### src/design/tsl_pkg.sv
package tsl_pkg;

    localparam int MAX_LEVELS_DEF = 15;

    localparam int DIM_W    = 15;
    localparam int FMT_W    = 3;
    localparam int LEVEL_W  = 4;
    localparam int LAYER_W  = 12;
    localparam int ROW_W    = 17;
    localparam int AREA_W   = 2 * DIM_W;
    localparam int SUB_W    = 31;
    localparam int SUM_W    = 33;
    localparam int OFS_W    = 43;
    localparam int OFS_MUL_W = SUM_W + LAYER_W;
    localparam int OFS_SUM_W = OFS_MUL_W + 1;
    localparam int STAT_W   = 3;
    localparam int SHIFT_W  = 5;

    localparam int CFG_AW   = 3;
    localparam int CFG_DW   = 15;

    localparam int IN_TDATA_W  = 16;
    localparam int OUT_BITS    = 2 * DIM_W + ROW_W + SUB_W + 2 * OFS_W + STAT_W;
    localparam int OUT_TDATA_W = ((OUT_BITS + 7) / 8) * 8;

    typedef enum logic [CFG_AW-1:0] {
        REG_BASE_WIDTH    = 3'd0,
        REG_BASE_HEIGHT   = 3'd1,
        REG_PIXEL_FORMAT  = 3'd2,
        REG_LEVEL_COUNT   = 3'd3,
        REG_LAYER_COUNT   = 3'd4,
        REG_IS_ARRAY_VIEW = 3'd5
    } tsl_reg_t;

    typedef enum logic [FMT_W-1:0] {
        FMT_RGBA8_UNORM = 3'd0,
        FMT_R32_FLOAT   = 3'd1,
        FMT_D32_FLOAT   = 3'd2,
        FMT_R16_UINT    = 3'd3,
        FMT_R32_UINT    = 3'd4
    } tsl_fmt_t;

    typedef enum logic [STAT_W-1:0] {
        STAT_OK          = 3'd0,
        STAT_ZERO_EXTENT = 3'd1,
        STAT_NO_LAYERS   = 3'd2,
        STAT_NO_LEVELS   = 3'd3,
        STAT_2D_LAYERS   = 3'd4,
        STAT_CHAIN_LONG  = 3'd5
    } tsl_status_t;

    typedef enum logic [1:0] {
        SEQ_IDLE,
        SEQ_SUM,
        SEQ_TOTAL
    } tsl_seq_t;

    typedef struct packed {
        logic [DIM_W-1:0]   base_width;
        logic [DIM_W-1:0]   base_height;
        logic [FMT_W-1:0]   pixel_format;
        logic [LEVEL_W-1:0] level_count;
        logic [LAYER_W-1:0] layer_count;
        logic               is_array_view;
    } tsl_cfg_t;

    typedef struct packed {
        logic               busy;
        logic [SUM_W-1:0]   layer_size;
        logic [OFS_W-1:0]   total_bytes;
        tsl_status_t        view_status;
    } tsl_layout_t;

    // Level extent: base shifted down, never below one texel.
    function automatic logic [DIM_W-1:0] dim_at(logic [DIM_W-1:0] base,
                                                logic [SHIFT_W-1:0] lvl);
        logic [DIM_W-1:0] v;
        v = base >> lvl;
        return (v == '0) ? DIM_W'(1) : v;
    endfunction

    // Multiply by bytes per texel; unknown formats give zero.
    function automatic logic [SUM_W-1:0] texel_scale(logic [SUM_W-1:0] x,
                                                     logic [FMT_W-1:0] fmt);
        logic [SUM_W-1:0] r;
        r = '0;
        unique case (fmt)
            FMT_RGBA8_UNORM, FMT_R32_FLOAT, FMT_D32_FLOAT, FMT_R32_UINT: r = x << 2;
            FMT_R16_UINT: r = x << 1;
            default: r = '0;
        endcase
        return r;
    endfunction

endpackage

### src/design/tsl_level_table.sv
module tsl_level_table #(
    parameter int MAX_LEVELS = tsl_pkg::MAX_LEVELS_DEF,
    parameter int TAB_AW     = $clog2(MAX_LEVELS + 1)
) (
    input  logic                        clk,
    input  logic                        rst_n,
    input  tsl_pkg::tsl_cfg_t           cfg,
    input  logic                        restart,
    input  logic [TAB_AW-1:0]           rd_addr,
    output logic [tsl_pkg::SUM_W-1:0]   rd_data,
    output tsl_pkg::tsl_layout_t        layout
);

    localparam int TAB_N = MAX_LEVELS + 1;

    tsl_pkg::tsl_seq_t                state_reg, state_next;
    logic [TAB_AW-1:0]                idx_reg, idx_next;
    logic [tsl_pkg::SUM_W-1:0]        acc_reg, acc_next;

    logic [tsl_pkg::SUM_W-1:0]        ptab_reg [TAB_N];
    logic [tsl_pkg::SUM_W-1:0]        layer_size_reg;
    logic [tsl_pkg::OFS_W-1:0]        total_reg;
    tsl_pkg::tsl_status_t             status_reg, status_next;

    logic [tsl_pkg::DIM_W-1:0]        w_lvl, h_lvl;
    logic [tsl_pkg::AREA_W-1:0]       area;
    logic [tsl_pkg::SUM_W-1:0]        lsize;
    logic [TAB_AW-1:0]                nsum;
    logic [tsl_pkg::OFS_MUL_W-1:0]    total_prod;
    logic [tsl_pkg::DIM_W-1:0]        big;
    logic [tsl_pkg::LEVEL_W-1:0]      msb;
    logic [tsl_pkg::LEVEL_W-1:0]      deepest;

    assign rd_data = ptab_reg[rd_addr];

    assign layout.busy        = (state_reg != tsl_pkg::SEQ_IDLE);
    assign layout.layer_size  = layer_size_reg;
    assign layout.total_bytes = total_reg;
    assign layout.view_status = status_reg;

    assign nsum = (int'(cfg.level_count) > MAX_LEVELS) ? TAB_AW'(MAX_LEVELS)
                                                       : TAB_AW'(cfg.level_count);

    // One level per cycle: extent, area, bytes.
    assign w_lvl = tsl_pkg::dim_at(cfg.base_width, tsl_pkg::SHIFT_W'(idx_reg));
    assign h_lvl = tsl_pkg::dim_at(cfg.base_height, tsl_pkg::SHIFT_W'(idx_reg));
    assign area  = w_lvl * h_lvl;
    assign lsize = tsl_pkg::texel_scale(tsl_pkg::SUM_W'(area), cfg.pixel_format);

    assign total_prod = layer_size_reg * cfg.layer_count;
    assign big = (cfg.base_width > cfg.base_height) ? cfg.base_width : cfg.base_height;

    always_comb
    begin
        msb = '0;
        for (int b = 0; b < tsl_pkg::DIM_W; b++)
        begin
            if (big[b])
            begin
                msb = tsl_pkg::LEVEL_W'(b);
            end
        end
        deepest = (big > tsl_pkg::DIM_W'(1)) ? msb + tsl_pkg::LEVEL_W'(1)
                                             : tsl_pkg::LEVEL_W'(1);
    end

    always_comb
    begin
        priority if (cfg.base_width == '0 || cfg.base_height == '0)
            status_next = tsl_pkg::STAT_ZERO_EXTENT;
        else if (cfg.layer_count == '0)
            status_next = tsl_pkg::STAT_NO_LAYERS;
        else if (cfg.level_count == '0)
            status_next = tsl_pkg::STAT_NO_LEVELS;
        else if (!cfg.is_array_view && cfg.layer_count != tsl_pkg::LAYER_W'(1))
            status_next = tsl_pkg::STAT_2D_LAYERS;
        else if (cfg.level_count > deepest)
            status_next = tsl_pkg::STAT_CHAIN_LONG;
        else
            status_next = tsl_pkg::STAT_OK;
    end

    always_comb
    begin
        state_next = state_reg;
        idx_next   = idx_reg;
        acc_next   = acc_reg;
        unique case (state_reg)
            tsl_pkg::SEQ_SUM:
            begin
                acc_next = acc_reg + lsize;
                if (idx_reg == TAB_AW'(MAX_LEVELS))
                begin
                    state_next = tsl_pkg::SEQ_TOTAL;
                end
                else
                begin
                    idx_next = idx_reg + TAB_AW'(1);
                end
            end
            tsl_pkg::SEQ_TOTAL:
            begin
                state_next = tsl_pkg::SEQ_IDLE;
            end
            tsl_pkg::SEQ_IDLE:
            begin
                state_next = tsl_pkg::SEQ_IDLE;
            end
            default:
            begin
                state_next = tsl_pkg::SEQ_IDLE;
            end
        endcase
        // Any register write rebuilds the table from level zero.
        if (restart)
        begin
            state_next = tsl_pkg::SEQ_SUM;
            idx_next   = '0;
            acc_next   = '0;
        end
    end

    always_ff @(posedge clk or negedge rst_n)
    begin
        if (!rst_n)
        begin
            state_reg <= tsl_pkg::SEQ_SUM;
            idx_reg   <= '0;
            acc_reg   <= '0;
        end
        else
        begin
            state_reg <= state_next;
            idx_reg   <= idx_next;
            acc_reg   <= acc_next;
        end
    end

    always_ff @(posedge clk)
    begin
        if (state_reg == tsl_pkg::SEQ_SUM)
        begin
            // Entry i holds the bytes of all levels below i.
            ptab_reg[idx_reg] <= acc_reg;
            if (idx_reg == nsum)
            begin
                layer_size_reg <= acc_reg;
            end
        end
        if (state_reg == tsl_pkg::SEQ_TOTAL)
        begin
            total_reg  <= (|total_prod[tsl_pkg::OFS_MUL_W-1:tsl_pkg::OFS_W])
                          ? '1 : total_prod[tsl_pkg::OFS_W-1:0];
            status_reg <= status_next;
        end
    end

endmodule

### src/design/texture_subresource_layout.sv
// Channel   Dir  Handshake              Content
// s_axis    in   tvalid/tready          tdata: level, layer
// m_axis    out  tvalid/tready          tdata: level sizes, offset, total, status
// cfg       in   cfg_valid/cfg_ready    cfg_addr register index, cfg_data value
//
// One query per cycle while s_axis_tready is high; each result passes through the stage
// registers in order. After reset and after every register write a level sequencer
// walks MAX_LEVELS + 1 table entries and one total step, with s_axis_tready held low.
// Stalls on m_axis back up through the four stage registers without loss.
module texture_subresource_layout #(
    parameter int MAX_LEVELS = tsl_pkg::MAX_LEVELS_DEF
) (
    input  logic                              clk,
    input  logic                              rst_n,

    input  logic                              s_axis_tvalid,
    output logic                              s_axis_tready,
    // [3:0] level, [15:4] layer
    input  logic [tsl_pkg::IN_TDATA_W-1:0]    s_axis_tdata,

    output logic                              m_axis_tvalid,
    input  logic                              m_axis_tready,
    // [14:0] level_width, [29:15] level_height, [46:30] row_bytes,
    // [77:47] sub_size, [120:78] byte_offset, [163:121] total_bytes,
    // [166:164] view_status, [167] zero
    output logic [tsl_pkg::OUT_TDATA_W-1:0]   m_axis_tdata,

    input  logic                              cfg_valid,
    output logic                              cfg_ready,
    input  logic [tsl_pkg::CFG_AW-1:0]        cfg_addr,
    input  logic [tsl_pkg::CFG_DW-1:0]        cfg_data
);

    localparam int TAB_AW = $clog2(MAX_LEVELS + 1);

    tsl_pkg::tsl_cfg_t              cfg_reg;
    tsl_pkg::tsl_layout_t           layout;
    logic                           cfg_write;

    logic [tsl_pkg::LEVEL_W-1:0]    in_level;
    logic [tsl_pkg::LAYER_W-1:0]    in_layer;
    logic [TAB_AW-1:0]              rd_addr;
    logic [tsl_pkg::SUM_W-1:0]      rd_data;

    logic                           v1_reg, v2_reg, v3_reg, v4_reg;
    logic                           rdy1, rdy2, rdy3, rdy4;
    logic                           take;

    logic [tsl_pkg::DIM_W-1:0]      lw_next, lh_next;
    logic [tsl_pkg::ROW_W-1:0]      row_next;

    logic [tsl_pkg::DIM_W-1:0]      lw1_reg, lh1_reg, lw2_reg, lh2_reg;
    logic [tsl_pkg::DIM_W-1:0]      lw3_reg, lh3_reg, lw4_reg, lh4_reg;
    logic [tsl_pkg::ROW_W-1:0]      row1_reg, row2_reg, row3_reg, row4_reg;
    logic [tsl_pkg::SUM_W-1:0]      pre1_reg, pre2_reg;
    logic [tsl_pkg::LAYER_W-1:0]    layer1_reg;
    logic [tsl_pkg::AREA_W+1:0]     sub2_reg;
    logic [tsl_pkg::OFS_MUL_W-1:0]  mul2_reg;
    logic [tsl_pkg::SUB_W-1:0]      sub3_reg, sub4_reg;
    logic [tsl_pkg::OFS_SUM_W-1:0]  ofs3_reg;
    logic [tsl_pkg::OFS_W-1:0]      ofs4_reg;

    assign cfg_ready = 1'b1;
    assign cfg_write = cfg_valid;

    always_ff @(posedge clk or negedge rst_n)
    begin
        if (!rst_n)
        begin
            cfg_reg.base_width    <= tsl_pkg::DIM_W'(1);
            cfg_reg.base_height   <= tsl_pkg::DIM_W'(1);
            cfg_reg.pixel_format  <= tsl_pkg::FMT_RGBA8_UNORM;
            cfg_reg.level_count   <= tsl_pkg::LEVEL_W'(1);
            cfg_reg.layer_count   <= tsl_pkg::LAYER_W'(1);
            cfg_reg.is_array_view <= 1'b0;
        end
        else if (cfg_write)
        begin
            unique case (cfg_addr)
                tsl_pkg::REG_BASE_WIDTH:
                    cfg_reg.base_width <= cfg_data[tsl_pkg::DIM_W-1:0];
                tsl_pkg::REG_BASE_HEIGHT:
                    cfg_reg.base_height <= cfg_data[tsl_pkg::DIM_W-1:0];
                tsl_pkg::REG_PIXEL_FORMAT:
                    cfg_reg.pixel_format <= cfg_data[tsl_pkg::FMT_W-1:0];
                tsl_pkg::REG_LEVEL_COUNT:
                    cfg_reg.level_count <= cfg_data[tsl_pkg::LEVEL_W-1:0];
                tsl_pkg::REG_LAYER_COUNT:
                    cfg_reg.layer_count <= cfg_data[tsl_pkg::LAYER_W-1:0];
                tsl_pkg::REG_IS_ARRAY_VIEW:
                    cfg_reg.is_array_view <= cfg_data[0];
                default:
                begin
                end
            endcase
        end
    end

    tsl_level_table #(
        .MAX_LEVELS (MAX_LEVELS),
        .TAB_AW     (TAB_AW)
    ) u_table (
        .clk     (clk),
        .rst_n   (rst_n),
        .cfg     (cfg_reg),
        .restart (cfg_write),
        .rd_addr (rd_addr),
        .rd_data (rd_data),
        .layout  (layout)
    );

    // Stall chain: a stage advances when it is empty or its successor moves.
    assign rdy4 = !v4_reg || m_axis_tready;
    assign rdy3 = !v3_reg || rdy4;
    assign rdy2 = !v2_reg || rdy3;
    assign rdy1 = !v1_reg || rdy2;

    assign s_axis_tready = rdy1 && !layout.busy && !cfg_valid;
    assign take          = s_axis_tvalid && s_axis_tready;

    assign in_level = s_axis_tdata[tsl_pkg::LEVEL_W-1:0];
    assign in_layer = s_axis_tdata[tsl_pkg::LEVEL_W +: tsl_pkg::LAYER_W];

    assign rd_addr = (int'(in_level) > MAX_LEVELS) ? TAB_AW'(MAX_LEVELS)
                                                   : TAB_AW'(in_level);

    assign lw_next  = tsl_pkg::dim_at(cfg_reg.base_width, tsl_pkg::SHIFT_W'(in_level));
    assign lh_next  = tsl_pkg::dim_at(cfg_reg.base_height, tsl_pkg::SHIFT_W'(in_level));
    assign row_next = tsl_pkg::ROW_W'(tsl_pkg::texel_scale(tsl_pkg::SUM_W'(lw_next),
                                                           cfg_reg.pixel_format));

    always_ff @(posedge clk or negedge rst_n)
    begin
        if (!rst_n)
        begin
            v1_reg <= 1'b0;
            v2_reg <= 1'b0;
            v3_reg <= 1'b0;
            v4_reg <= 1'b0;
        end
        else
        begin
            if (rdy1)
            begin
                v1_reg <= take;
            end
            if (rdy2)
            begin
                v2_reg <= v1_reg;
            end
            if (rdy3)
            begin
                v3_reg <= v2_reg;
            end
            if (rdy4)
            begin
                v4_reg <= v3_reg;
            end
        end
    end

    always_ff @(posedge clk)
    begin
        // Stage 1: level extents, row bytes, prefix lookup.
        if (rdy1)
        begin
            lw1_reg    <= lw_next;
            lh1_reg    <= lh_next;
            row1_reg   <= row_next;
            pre1_reg   <= rd_data;
            layer1_reg <= in_layer;
        end
        // Stage 2: level size and layer offset products.
        if (rdy2)
        begin
            lw2_reg  <= lw1_reg;
            lh2_reg  <= lh1_reg;
            row2_reg <= row1_reg;
            pre2_reg <= pre1_reg;
            sub2_reg <= row1_reg * lh1_reg;
            mul2_reg <= layout.layer_size * layer1_reg;
        end
        // Stage 3: add lower levels, clamp size.
        if (rdy3)
        begin
            lw3_reg  <= lw2_reg;
            lh3_reg  <= lh2_reg;
            row3_reg <= row2_reg;
            sub3_reg <= (|sub2_reg[tsl_pkg::AREA_W+1:tsl_pkg::SUB_W])
                        ? '1 : sub2_reg[tsl_pkg::SUB_W-1:0];
            ofs3_reg <= tsl_pkg::OFS_SUM_W'(mul2_reg) + tsl_pkg::OFS_SUM_W'(pre2_reg);
        end
        // Stage 4: clamp offset into the output register.
        if (rdy4)
        begin
            lw4_reg  <= lw3_reg;
            lh4_reg  <= lh3_reg;
            row4_reg <= row3_reg;
            sub4_reg <= sub3_reg;
            ofs4_reg <= (|ofs3_reg[tsl_pkg::OFS_SUM_W-1:tsl_pkg::OFS_W])
                        ? '1 : ofs3_reg[tsl_pkg::OFS_W-1:0];
        end
    end

    assign m_axis_tvalid = v4_reg;
    assign m_axis_tdata  = tsl_pkg::OUT_TDATA_W'({layout.view_status, layout.total_bytes,
                                                 ofs4_reg, sub4_reg, row4_reg,
                                                 lh4_reg, lw4_reg});

endmodule

### config.mk
export PLATFORM = sky130hd
export DESIGN_NAME = texture_subresource_layout
export DESIGN_NICKNAME = d
export VERILOG_FILES = /design/src/design/tsl_pkg.sv /design/src/design/tsl_level_table.sv /design/src/design/texture_subresource_layout.sv
export SDC_FILE = /design/constraint.sdc
export NUM_CORES = 2
export LEC_CHECK = 0
export ABC_AREA = 0
export BUFFER_PORTS_ARGS = -buffer_cell sky130_fd_sc_hd__buf_4
export CELL_PAD_IN_SITES_DETAIL_PLACEMENT = 0
export CELL_PAD_IN_SITES_GLOBAL_PLACEMENT = 2
export CORE_ASPECT_RATIO = 1.2
export CORE_MARGIN = 8
export CORE_UTILIZATION = 31
export DETAILED_ROUTE_END_ITERATION = 8
export GPL_ROUTABILITY_DRIVEN = 0
export PLACE_DENSITY = 0.62
export SYNTH_ARGS = -nofsm -noshare
export SYNTH_HDL_FRONTEND = slang
export SYNTH_SLANG_ARGS = --single-unit
### constraint.sdc
create_clock -name clk -period 14.5 [get_ports clk]
set_clock_uncertainty 0.1 [all_clocks]
set_input_delay 4.35 -clock clk [delete_from_list [all_inputs] [get_ports clk]]
set_output_delay 4.35 -clock clk [all_outputs]
set_load 0.02 [all_outputs]
==> run metrics <==
run status completed; gate count after technology mapping just over 7,000; final number of hold-violating endpoints 0; worst-path maximum fanout 46; maximum number of pins on one net before global-route repair a little under 80; number of buffers added for setup after CTS 0; Crit path largest cell delay roughly 970 ps; max capacitance violation total 0; met1 usage approximately 22%; hold buffer count at CTS 0; total vias in the final route ~54,000; number of gates resized after cts 0; cell with the largest stage delay on the worst path dfrtp_2; most common cell after layout, fill and taps aside edfxtp_1; CTS tree built; total number of H-tree levels 3; TritonCTS buffer count 120; buffers from clock root to sink, at most 3; maximum clock rate 87.29 MHz; path type of the worst min-delay path reg -> reg; first-pass GRT wire length between 300 and 400 mm; RSZ-0062 raised after global routing no; I/O Pins between 200 and 250; final global-route overflow total 0; Antenna Violating Nets Remaining 0; die width 496.2 um; final core area utilization 34.65%; clock edge transition at the registers on the reported setup and hold paths roughly 70 ps; worst hold margin about 310 ps; flip-flop count of the largest register, all copies and words added slightly above 500; core area about 280,000 um2; Critical path buffers and inverters 3; global routing met2 resource utilization about 31%; post-route clock period utilization 79.00%; Top Usage Layer GRT met2; synthesis-to-layout area growth 11.25%; wire length after detailed routing about 250 mm; HPWL reported at the end of detailed placement 183.3 mm; depth of the worst hold-timing path 0; global router's overall resource usage 16.97%; drt pass-1 iters 5; async set or reset register ratio after synthesis around 7.9%; insertion delay to the later sink of the worst-skew pair around 800 ps; Distinct cells, synth 85; total DRC errors in the routed layout 0; CP Capture Type flop; top flip-flop cell by instance count after synthesis edfxtp_1; Initial DRC Count 3,155; worst slew slack as a fraction of its limit 16.59%; Syn Std Cell Area 85,770 um2; critical path depth in cells 36; post-synthesis sequential area ratio around two fifths; Die ar. approximately 300,000 um2; initial antenna violation count 12; initial standard-cell utilization of the core 31.15%; count of clock tree sinks between 1,000 and 1,500; layout cell share with drive strength beyond 1 between 10% and 20%; vias in the first global route between 50,000 and 60,000; final setup fails 0; Critical Setup Path Class reg -> reg; worst slack after detailed placement between 3000 and 4000 ps; num rows around 210; worst-margin pin slew between 1000 and 1500 ps; nets@finish 8,724; highest-count cells in the layout ignoring fill and taps 1,075 x edfxtp_1, 992 x nand2_1, 979 x inv_1; Warnings, synthesis 0; Avg WL per Cell 22.70 um; syn avg cell area 11.94 um2; most prevalent standard cell on the critical path fa_1; cell family contributing the most delay on the critical path adder cells; kind of start point of the critical path flop; fin. max-slew vios 0; min setup slack post-route a little over 3000 ps; setup total negative slack 0 ps; r2r worst-path depth 36; number of synthesized register bits 1,167; Root Buffer Master clkbuf_16; required time reported for the critical path endpoint 15,060 ps; overall die height 592.2 um; met3 Use GR about 1.9%; data arrival time of the critical path about 12,000 ps; buffers added on ports approximately 210; routed via count divided by cell count roughly 5; post-layout minimum cycle time 11,460 ps; Post-synth EDFFs between 1,000 and 1,500
worst paths after layout:
check                                                from                              end  slack, ps
max in group asynchronous                           rst_n        m_axis_tvalid$_DFFE_PN0P_       9520
hold reg to reg                     lw1_reg[14]$_DFFE_PN_            lw2_reg[14]$_DFFE_PP_        310
setup reg to reg           u_table.idx_reg[1]$_DFFE_PN0P_  u_table.acc_reg[32]$_DFFE_PN0N_       3040
min in group asynchronous                           rst_n          cfg_reg[34]$_DFFE_PN0P_       3600
hold / removal                      lw1_reg[14]$_DFFE_PN_            lw2_reg[14]$_DFFE_PP_        310
setup / recovery           u_table.idx_reg[1]$_DFFE_PN0P_  u_table.acc_reg[32]$_DFFE_PN0N_       3040
cells by family after synthesis:
| kind of cell | synth area share [%] |
|---|---|
| AOI/OAI and AO/OA | 5.520 |
| buffers and inverters | 6.249 |
| DFF | 40.33 |
| and+or+nand+nor | 11.24 |
| other | 0.008755 |
| adders and majority gates | 28.75 |
| muxes | 6.230 |
| xor gates and xnor gates | 1.675 |
cells in the mapped netlist (all sizes together), types with 27 or more instances:
library cell	instances	area share, %
nor3	71	0.41
o21a	32	0.28
mux2i	67	0.78
o21ai	142	0.83
nand2b	83	0.61
dfrtp	87	2.5
ha	432	6.3
a21oi	212	1.2
a21o	79	0.69
buf	91	0.67
mux2	43	0.56
xnor2	92	0.94
or2	55	0.40
nand3	38	0.22
nor2	301	1.3
fa	962	22
inv	983	4.3
edfxtp	1075	38
mux4	186	4.9
and2	373	2.7
a211oi	35	0.32
and3	27	0.20
clkbuf	292	1.3
nand2	993	4.3
xor2	72	0.74
per-stage QoR:
step | area [um2] | cells
2_1_floorplan | 85840 | 7201
3_3_place_gp | 91570 | 10790
3_5_place_dp | 91570 | 10790
4_1_cts | 95410 | 11010
5_1_grt | 95410 | 11020
6_report | 95420 | 11020
layout make-up:
class                      instances  area, um2
fill                           27200     179900
antenna                            6      15.01
clock buffer                     155       3166
sequential                      1167      34590
timing repair buffer             351       2646
tap                             3621       4531
inverter                         984       3696
multi-input combinational       4667      46110
clock inverter                    68      669.4
metal layers:
layer / vias to the layer above / share of wire (%) / wire (um)
li1: 24110 / - / -
met1: 28310 / 42 / 104700
met2: 1098 / 52 / 129800
met3: 283 / 3.8 / 9389
met4: 4 / 2.5 / 6239
met5: - / 0.010 / 26
Power is not shown: default switching activity piles up to over one toggle a cycle in this logic, so the estimate is an artifact.
